[config.mk]
export PLATFORM = sky130hd
export DESIGN_NAME = pip_mac
export DESIGN_NICKNAME = d
export VERILOG_FILES = /design/src/hw/rtl/pip_pkg.sv /design/src/hw/rtl/pip_mac.sv
export SDC_FILE = /design/constraint.sdc
export NUM_CORES = 2
export LEC_CHECK = 0
export ABC_AREA = 1
export BUFFER_PORTS_ARGS = -buffer_cell sky130_fd_sc_hd__buf_2
export CAP_MARGIN = 20
export CELL_PAD_IN_SITES_DETAIL_PLACEMENT = 0
export CELL_PAD_IN_SITES_GLOBAL_PLACEMENT = 1
export CORE_MARGIN = 2
export CORE_UTILIZATION = 45
export CTS_CLUSTER_DIAMETER = 40
export DETAILED_ROUTE_END_ITERATION = 6
export HOLD_SLACK_MARGIN = 0.06
export PLACE_DENSITY = 0.78
export SYNTH_ARGS = -nofsm -noshare
export SYNTH_HDL_FRONTEND = slang
export SYNTH_SLANG_ARGS = --single-unit
export TNS_END_PERCENT = 30
[constraint.sdc]
create_clock -name clk -period 28.3 [get_ports clk]
set_input_delay 8.49 -clock clk [delete_from_list [all_inputs] [get_ports clk]]
set_output_delay 8.49 -clock clk [all_outputs]
set_load 0.005 [all_outputs]
[src/hw/rtl/pip_pkg.sv]
`timescale 1ns / 1ps
// ----------------------------------------------------------------------------
// pip_pkg: shared types and constants for the point-in-polygon test core
// Operation codes, sequencer states, result layout and the control/status
// bundles between the sequencer and the shared multiply-accumulate unit.
// ----------------------------------------------------------------------------
package pip_pkg;

  localparam int OP_BITS    = 2;
  localparam int CNT_BITS   = 8;
  localparam int DIGIT_BITS = 16;
  localparam int OUT_DATA_W = 16;

  localparam logic [OP_BITS-1:0] OP_START  = 2'd0;
  localparam logic [OP_BITS-1:0] OP_APPEND = 2'd1;
  localparam logic [OP_BITS-1:0] OP_TEST   = 2'd2;

  localparam logic [CNT_BITS-1:0] CNT_MAX = 8'hFF;

  typedef enum logic [2:0] {
    ST_IDLE,
    ST_RD,
    ST_LOAD,
    ST_MUL,
    ST_CHK,
    ST_FIN
  } pip_state_t;

  typedef struct packed {
    logic load;
    logic step;
  } pip_mac_ctl_t;

  typedef struct packed {
    logic last;
    logic pos;
  } pip_mac_sts_t;

endpackage

[src/hw/rtl/pip_mac.sv]
`timescale 1ns / 1ps
// ----------------------------------------------------------------------------
// pip_mac: shared digit-serial multiply-accumulate unit
// Forms a1*b1 - a2*b2 one 16-bit digit of b per cycle while ctl.step is high
// and reports whether the result is strictly positive.
// ----------------------------------------------------------------------------
module pip_mac
  import pip_pkg::*;
#(
  parameter int D = 33
) (
  input  logic                clk,
  input  logic                rst_n,
  input  pip_mac_ctl_t        ctl,
  input  logic signed [D-1:0] a1,
  input  logic signed [D-1:0] b1,
  input  logic signed [D-1:0] a2,
  input  logic signed [D-1:0] b2,
  output pip_mac_sts_t        sts
);

  localparam int ND = (D + DIGIT_BITS - 1) / DIGIT_BITS;
  localparam int KW = (ND > 1) ? $clog2(ND) : 1;
  localparam int PW = DIGIT_BITS * ND;
  localparam int AW = 2 * D + 2;
  localparam int TW = D + DIGIT_BITS;

  logic [D-1:0]    mag_a_r [2];
  logic [PW-1:0]   mag_b_r [2];
  logic [1:0]      neg_r;
  logic signed [AW-1:0] acc_r;
  logic [KW-1:0]   k_r;
  logic            ph_r;

  logic [DIGIT_BITS-1:0] digit;
  logic [TW-1:0]   term;
  logic [AW-1:0]   term_sh;
  logic            sub;

  function automatic logic [D-1:0] mag(input logic signed [D-1:0] v);
    mag = v[D-1] ? (~v + D'(1)) : v;
  endfunction

  assign digit   = mag_b_r[ph_r][k_r*DIGIT_BITS +: DIGIT_BITS];
  assign term    = TW'(mag_a_r[ph_r]) * TW'(digit);
  assign term_sh = AW'(term) << {k_r, 4'b0000};
  // second product enters with the opposite sign
  assign sub     = neg_r[ph_r] ^ ph_r;

  assign sts.last = ph_r && (k_r == KW'(ND - 1));
  assign sts.pos  = !acc_r[AW-1] && (acc_r != '0);

  always_ff @(posedge clk) begin
    if (!rst_n) begin
      k_r  <= '0;
      ph_r <= 1'b0;
    end else if (ctl.load) begin
      k_r  <= '0;
      ph_r <= 1'b0;
    end else if (ctl.step) begin
      if (k_r == KW'(ND - 1)) begin
        k_r  <= '0;
        ph_r <= ~ph_r;
      end else begin
        k_r <= k_r + KW'(1);
      end
    end
  end

  always_ff @(posedge clk) begin
    if (ctl.load) begin
      mag_a_r[0] <= mag(a1);
      mag_a_r[1] <= mag(a2);
      mag_b_r[0] <= PW'(mag(b1));
      mag_b_r[1] <= PW'(mag(b2));
      neg_r      <= {a2[D-1] ^ b2[D-1], a1[D-1] ^ b1[D-1]};
      acc_r      <= '0;
    end else if (ctl.step) begin
      acc_r <= sub ? (acc_r - $signed(term_sh)) : (acc_r + $signed(term_sh));
    end
  end

endmodule

Word level (Yosys, flattened, before mapping)

Memories as Yosys holds them, arrays and structs flattened. A register that Yosys moved wholly into a read port is not among the register bits.
Index checks and enable logic that the tools add are counted.

Register bits after elaboration: 73
Bits in writable memories: 132
Input port bits: 136
Logic and storage cells: 47
Memories kept: 2

$add $sub $neg: 7
Multiply operators: 1
$lt $le $gt $ge: 1
Eq/ne operators: 1
Shift-type cells: 2
Muxes and demuxes: 14
Bitwise operators: 9
Reduce and logical (&&, ||, !) cells: 6

Memory list:

| name    | depth | width | read ports | clocked after Yosys merged registers in | wr ports | line          | RTL |
|---|---|---|---|---|---|---|---|
| mag_a_r | 2     | 33    | 1          | 1                                       | 2        | pip_mac.sv:28 | `logic [D-1:0] mag_a_r [2];` |
| mag_b_r | 2     | 33    | 1          | 1                                       | 2        | pip_mac.sv:29 | `logic [PW-1:0] mag_b_r [2];` |

Operators with widths:

| kind                                               | number |
|---|---|
| adder 33 x 2 -> 33 bit, second input constant      | 4 |
| two-way mux 33 bit                                 | 4 |
| inverter 33 bit                                    | 4 |
| adder 68 bit                                       | 1 |
| two-way mux 68 bit                                 | 1 |
| nonzero test 68 bit                                | 1 |
| << shifter 49 x 6 -> 68 bit                        | 1 |
| subtractor 68 bit                                  | 1 |
| multiplier 33 x 16 -> 49 bit                       | 1 |
| variable part select 48 x 7 -> 16 bit              | 1 |
| two-way mux 1 bit                                  | 8 |
| XOR 1 bit                                          | 3 |
| adder 2 x 1 -> 2 bit, second input constant        | 1 |
| == test 2 bit, second input constant               | 1 |
| logical AND 1 bit                                  | 2 |
| < comparator 1 x 2 -> 1 bit, second input constant | 1 |
| two-way mux 2 bit                                  | 1 |
| inverter 1 bit                                     | 2 |
| AND reduction 2 bit                                | 1 |
| OR reduction 2 bit                                 | 1 |
| zero test 1 bit                                    | 1 |

Depth between registers and ports, before layout

Depth after elaboration: 5
Gate-level depth with buffers: 67

Worst setup path after synthesis

Ideal clock, no wire load.

Path type: input port to flip-flop
Start point: in a1[2]
End point: mem mag_a_r[0][29], data pin
Setup time: 265 ps
Arrival: 10,469 ps
Required time: 28,035 ps
Slack: 17,566 ps
Stages: 13
Cell sequence: nor2_1 -> nand3_1 -> nor3_1 -> inv_1 -> nor4_1 -> nand2_1 -> o31ai_1 -> o21ai_1 -> nor2_1 -> nand2_1 -> a21oi_1 -> o21ai_0 -> xor2_1

RTL lines:

| item               | line          | RTL |
|---|---|---|
| start: declaration | pip_mac.sv:15 | `input logic signed [D-1:0] a1,` |
| end: declaration   | pip_mac.sv:28 |  |

Worst setup path after layout

Start point: reg k_r[0]
End point: reg acc_r[67]

Cells in the longest elaborated chain, start to end: 5

RTL lines:

| item                                                     | line          | RTL |
|---|---|---|
| start: declaration                                       | pip_mac.sv:32 | `logic [KW-1:0] k_r;` |
| start signal: assignment                                 | pip_mac.sv:65 | `k_r <= k_r + KW'(1);` |
| variable part select 48 x 7 -> 16 bit                    | pip_mac.sv:44 | `assign digit = mag_b_r[ph_r][k_r*DIGIT_BITS +: DIGIT_BITS];` |
| multiplier 33 x 16 -> 49 bit                             | pip_mac.sv:45 | `assign term = TW'(mag_a_r[ph_r]) * TW'(digit);` |
| << shifter 49 x 6 -> 68 bit *                            | pip_mac.sv:46 | `assign term_sh = AW'(term) << {k_r, 4'b0000};` |
| adder 68 bit / subtractor 68 bit (equally long branches) | pip_mac.sv:79 | `acc_r <= sub ? (acc_r - $signed(term_sh)) : (acc_r + $signed(term_sh));` |
| two-way mux 68 bit *                                     | pip_mac.sv:79 |  |
| end signal: assignment                                   | pip_mac.sv:79 |  |
| end: declaration                                         | pip_mac.sv:31 | `logic signed [AW-1:0] acc_r;` |

Mark *: on every way between the ends. The rest lies on a longest branch, timed or not.
A chain may end at the register's enable or synchronous reset.

==> summary.md <==
| Metric | Value |
|---|---|
| Final core occ | between 50% and 60% |
| CP max FO | 27 |
| Asr flop ratio synth | 0% |
| CTS sink count | 206 |
| Resize count post-CTS | 0 |
| Die W | between 200 and 300 um |
| CORE AREA | ~78,000 um^2 |
| Unrepaired setup endpoints after global routing | false |
| Met2 Use GR | 45.6% |
| Syn_nets | roughly 6k |
| Ys flop type | edfxtp_1 |
| Hold_buf cts | 0 |
| First-pass GRT wire length | approximately 190,000 um |
| Minimum clock period | roughly 13,000 ps |
| Initial antenna violation count | 1 |
| Crit-path max cell delay | 800 ps |
| Crit start category | flip-flop |
| Syn. warnings | 0 |
| CP Buf/Inv Count | 13 |
| Gr ovfl total | 0 |
| Largest net degree at the start of global routing | slightly above 80 |
| Tcrit/Tclk final | between 40% and 50% |
| Vias in the first global route | ~33k |
| R2r startpoint | k_r[0] |
| Final-stage net count | approximately 6.0k |
| Vias/cell | around 5.2 |
| Initial Util | 45.6% |
| Final hold vios | 0 |
| Placer's final routability congestion estimate | 0.964 |
| Full die area | between 80,000 and 90,000 um^2 |
| DRC Markers | 0 |
| Worst EP arrival | 13,380 ps |
| Fraction of layout cells with a size suffix above 1 | under 10% |
| CP Capture Point | acc_r[67] |
| Register area | around 5500 um^2 |
| Multi-input logic area | roughly 25,000 um^2 |
| Fill cells | around 8.0k |
| Required time worst endpoint | around 29,000 ps |
| CP top delay family | simple AND/OR/NAND/NOR gates |
| Relative slew margins | around a quarter |
| Port Buf Inserts | ~140 |
| Die Height | 285 um |
| TritonCTS Buffers | between 40 and 50 |
| DR pass1 iterations | 5 |
| All-layer global routing usage | between 20% and 30% |
| Avg Inst Size Synth | 6.93 um^2 |
| CTS Buffer Depth | 3 |
| Fmax | a little under 80 MHz |
| Crit path from | k_r[0] |
| R2r worst-path depth | between 50 and 60 |
| Global route hottest layer | met2 |
| Final critical-path setup slack | about 15,000 ps |
| Clock Pin Slew Worst Setup and Hold Paths | approximately 50 ps |
| Most numerous cell on the critical path | inv_1 |
| Io pins | ~140 |
| WL per Instance | between 15 and 20 um |
| TritonCTS clock tree | built |
| Number of diodes | 0 |
| Worst path depth | 53 |
| Critical path class | flip-flop to flip-flop |
| Worst-margin pin slew | 1130 ps |
| Antenna-violating nets left | 0 |
| FF-to-FF End | acc_r[67] |
| Cells after Synth | just over 5k |
| # setup viols final | 0 |
| DR iter-0 viols | between 2k and 3k |
| Slowest CP cell | clkinv_1 |
| Site Rows | between 100 and 150 |
| Worst min path class | flip-flop to flip-flop |
| Final Skew | approximately 52 ps |
| Buffers inserted by post-CTS timing repair | 0 |
| Critical Path Sink Type | flip-flop |
| Synth Cell Area | roughly 35,000 um^2 |
| Outcome | finished clean |
| Max Cap Violations | 0 |
| Via Count | ~33k |
| Setup WS pre-CTS | 15,730 ps |
| Seq/Total Area, Yosys | roughly 15% |
| Number of synthesized flops with an enable pin | ~130 |
| P&R area growth vs syn | 9.82% |
| Setup TNS | 0 ps |
| Placed wire-length estimate | ~97,000 um |
| WL final | roughly 120,000 um |
| Yosys reg bits | roughly 210 |
| Reg-to-reg slack, setup | about 15,000 ps |
| Met3 GRT Util | under 10% |
| Root Buffer | clkbuf_16 |
| Met1 Usage GRT | 44.1% |
| Clk Latency, worst-skew pair | approximately 600 ps |
| H-tree levels | 2 |
| Slew Limit Fails | 0 |
| Netlist cell types | 53 |
through the flow:
step                      instances  area (um^2)  hold slack [ps]
after floorplan                5111        35400              476
after global placement         6208        37300              504
after detailed placement       6209        37400              512
after CTS                      6294        38900              529
after global routing           6294        38900              555
final                          6294        38900              530
layout make-up:
class                           count  share of cell area (%)
Clock buffer                       54                    3.17
Clock inverter                     31                   0.823
Inverter                         1115                    10.8
Multi-Input combinational cell   3656                    65.0
Sequential cell                   206                    14.1
Tap cell                         1040                    3.34
Timing Repair Buffer              192                    2.85
per-layer routing:
metal | vias to the layer above | routed length (um)
li1 | 15800 | -
met1 | 15600 | 55600
met2 | 1162 | 50500
met3 | 162 | 10200
met4 | 2 | 2590
met5 | - | 12
worst min-delay path, stage by stage (launching register included):
cell and delay [ps]:
dfxtp_1 350, o211ai_1 100, inv_1 50
registers in the layout, indices dropped and copies added, names as in the netlist, named ones only:
signal / cells
mag_a_r: 66
mag_b_r: 66
acc_r: 68
k_r: 2
neg_r: 2
ph_r: 1
cell families (layout without fill, tap and decap cells):
family / Yosys count / in the layout / synth area share, %
AOI/OAI and AO/OA: 513 / 513 / 7.93
xor gates and xnor gates: 242 / 242 / 5.98
adders and majority gates: 626 / 626 / 31.3
buffers and inverters: 1249 / 1392 / 13.3
DFF: 206 / 206 / 15.4
and+or+nand+nor: 2275 / 2275 / 26.1
synthesized netlist by cell type (all sizes together) (13+ instances only):
| library cell | number | area (um^2) |
|---|---|---|
| ha | 193 | 2410 |
| clkbuf | 122 | 458 |
| xnor2 | 89 | 780 |
| nand2 | 1159 | 4360 |
| edfxtp | 134 | 4020 |
| nor3 | 45 | 225 |
| fa | 433 | 8670 |
| o211ai | 13 | 108 |
| nor4 | 37 | 238 |
| a21oi | 186 | 931 |
| dfxtp | 72 | 1440 |
| a31oi | 26 | 163 |
| inv | 1102 | 4140 |
| o21ai | 234 | 1190 |
| nor2 | 755 | 2890 |
| nand3 | 218 | 1140 |
| nand4 | 33 | 213 |
| clkinv | 13 | 48.8 |
| xor2 | 153 | 1340 |
worst min-delay path by stage:
stage / start / endpoint / slack (ps) / cells past startpoint
5_1_grt: acc_r[43] / acc_r[43] / 560 / 2
3_3_place_gp: acc_r[66] / acc_r[66] / 500 / 2
6_report: acc_r[66] / acc_r[66] / 530 / 2
3_5_place_dp: acc_r[59] / acc_r[59] / 510 / 2
4_1_cts: acc_r[59] / acc_r[59] / 530 / 2
2_1_floorplan: acc_r[67] / acc_r[67] / 480 / 2
cell usage in the layout, fill, tap and decap left out, types with 32 or more instances in the layout:
| cell type | count |
|---|---|
| buf_4 | 54 |
| clkbuf_16 | 47 |
| nand3_1 | 209 |
| inv_1 | 1097 |
| o21ai_1 | 32 |
| xnor2_1 | 89 |
| dfxtp_1 | 71 |
| nor3_1 | 45 |
| nand4_1 | 32 |
| o21ai_0 | 195 |
| a21oi_1 | 186 |
| fa_1 | 433 |
| ha_1 | 193 |
| buf_2 | 136 |
| nor4_1 | 36 |
| xor2_1 | 153 |
| nor2_1 | 739 |
| edfxtp_1 | 134 |
| nand2_1 | 1155 |
Power is left out: the tool's default activity adds up to more than one toggle a clock period on the data nets, which glitch-free logic cannot reach.
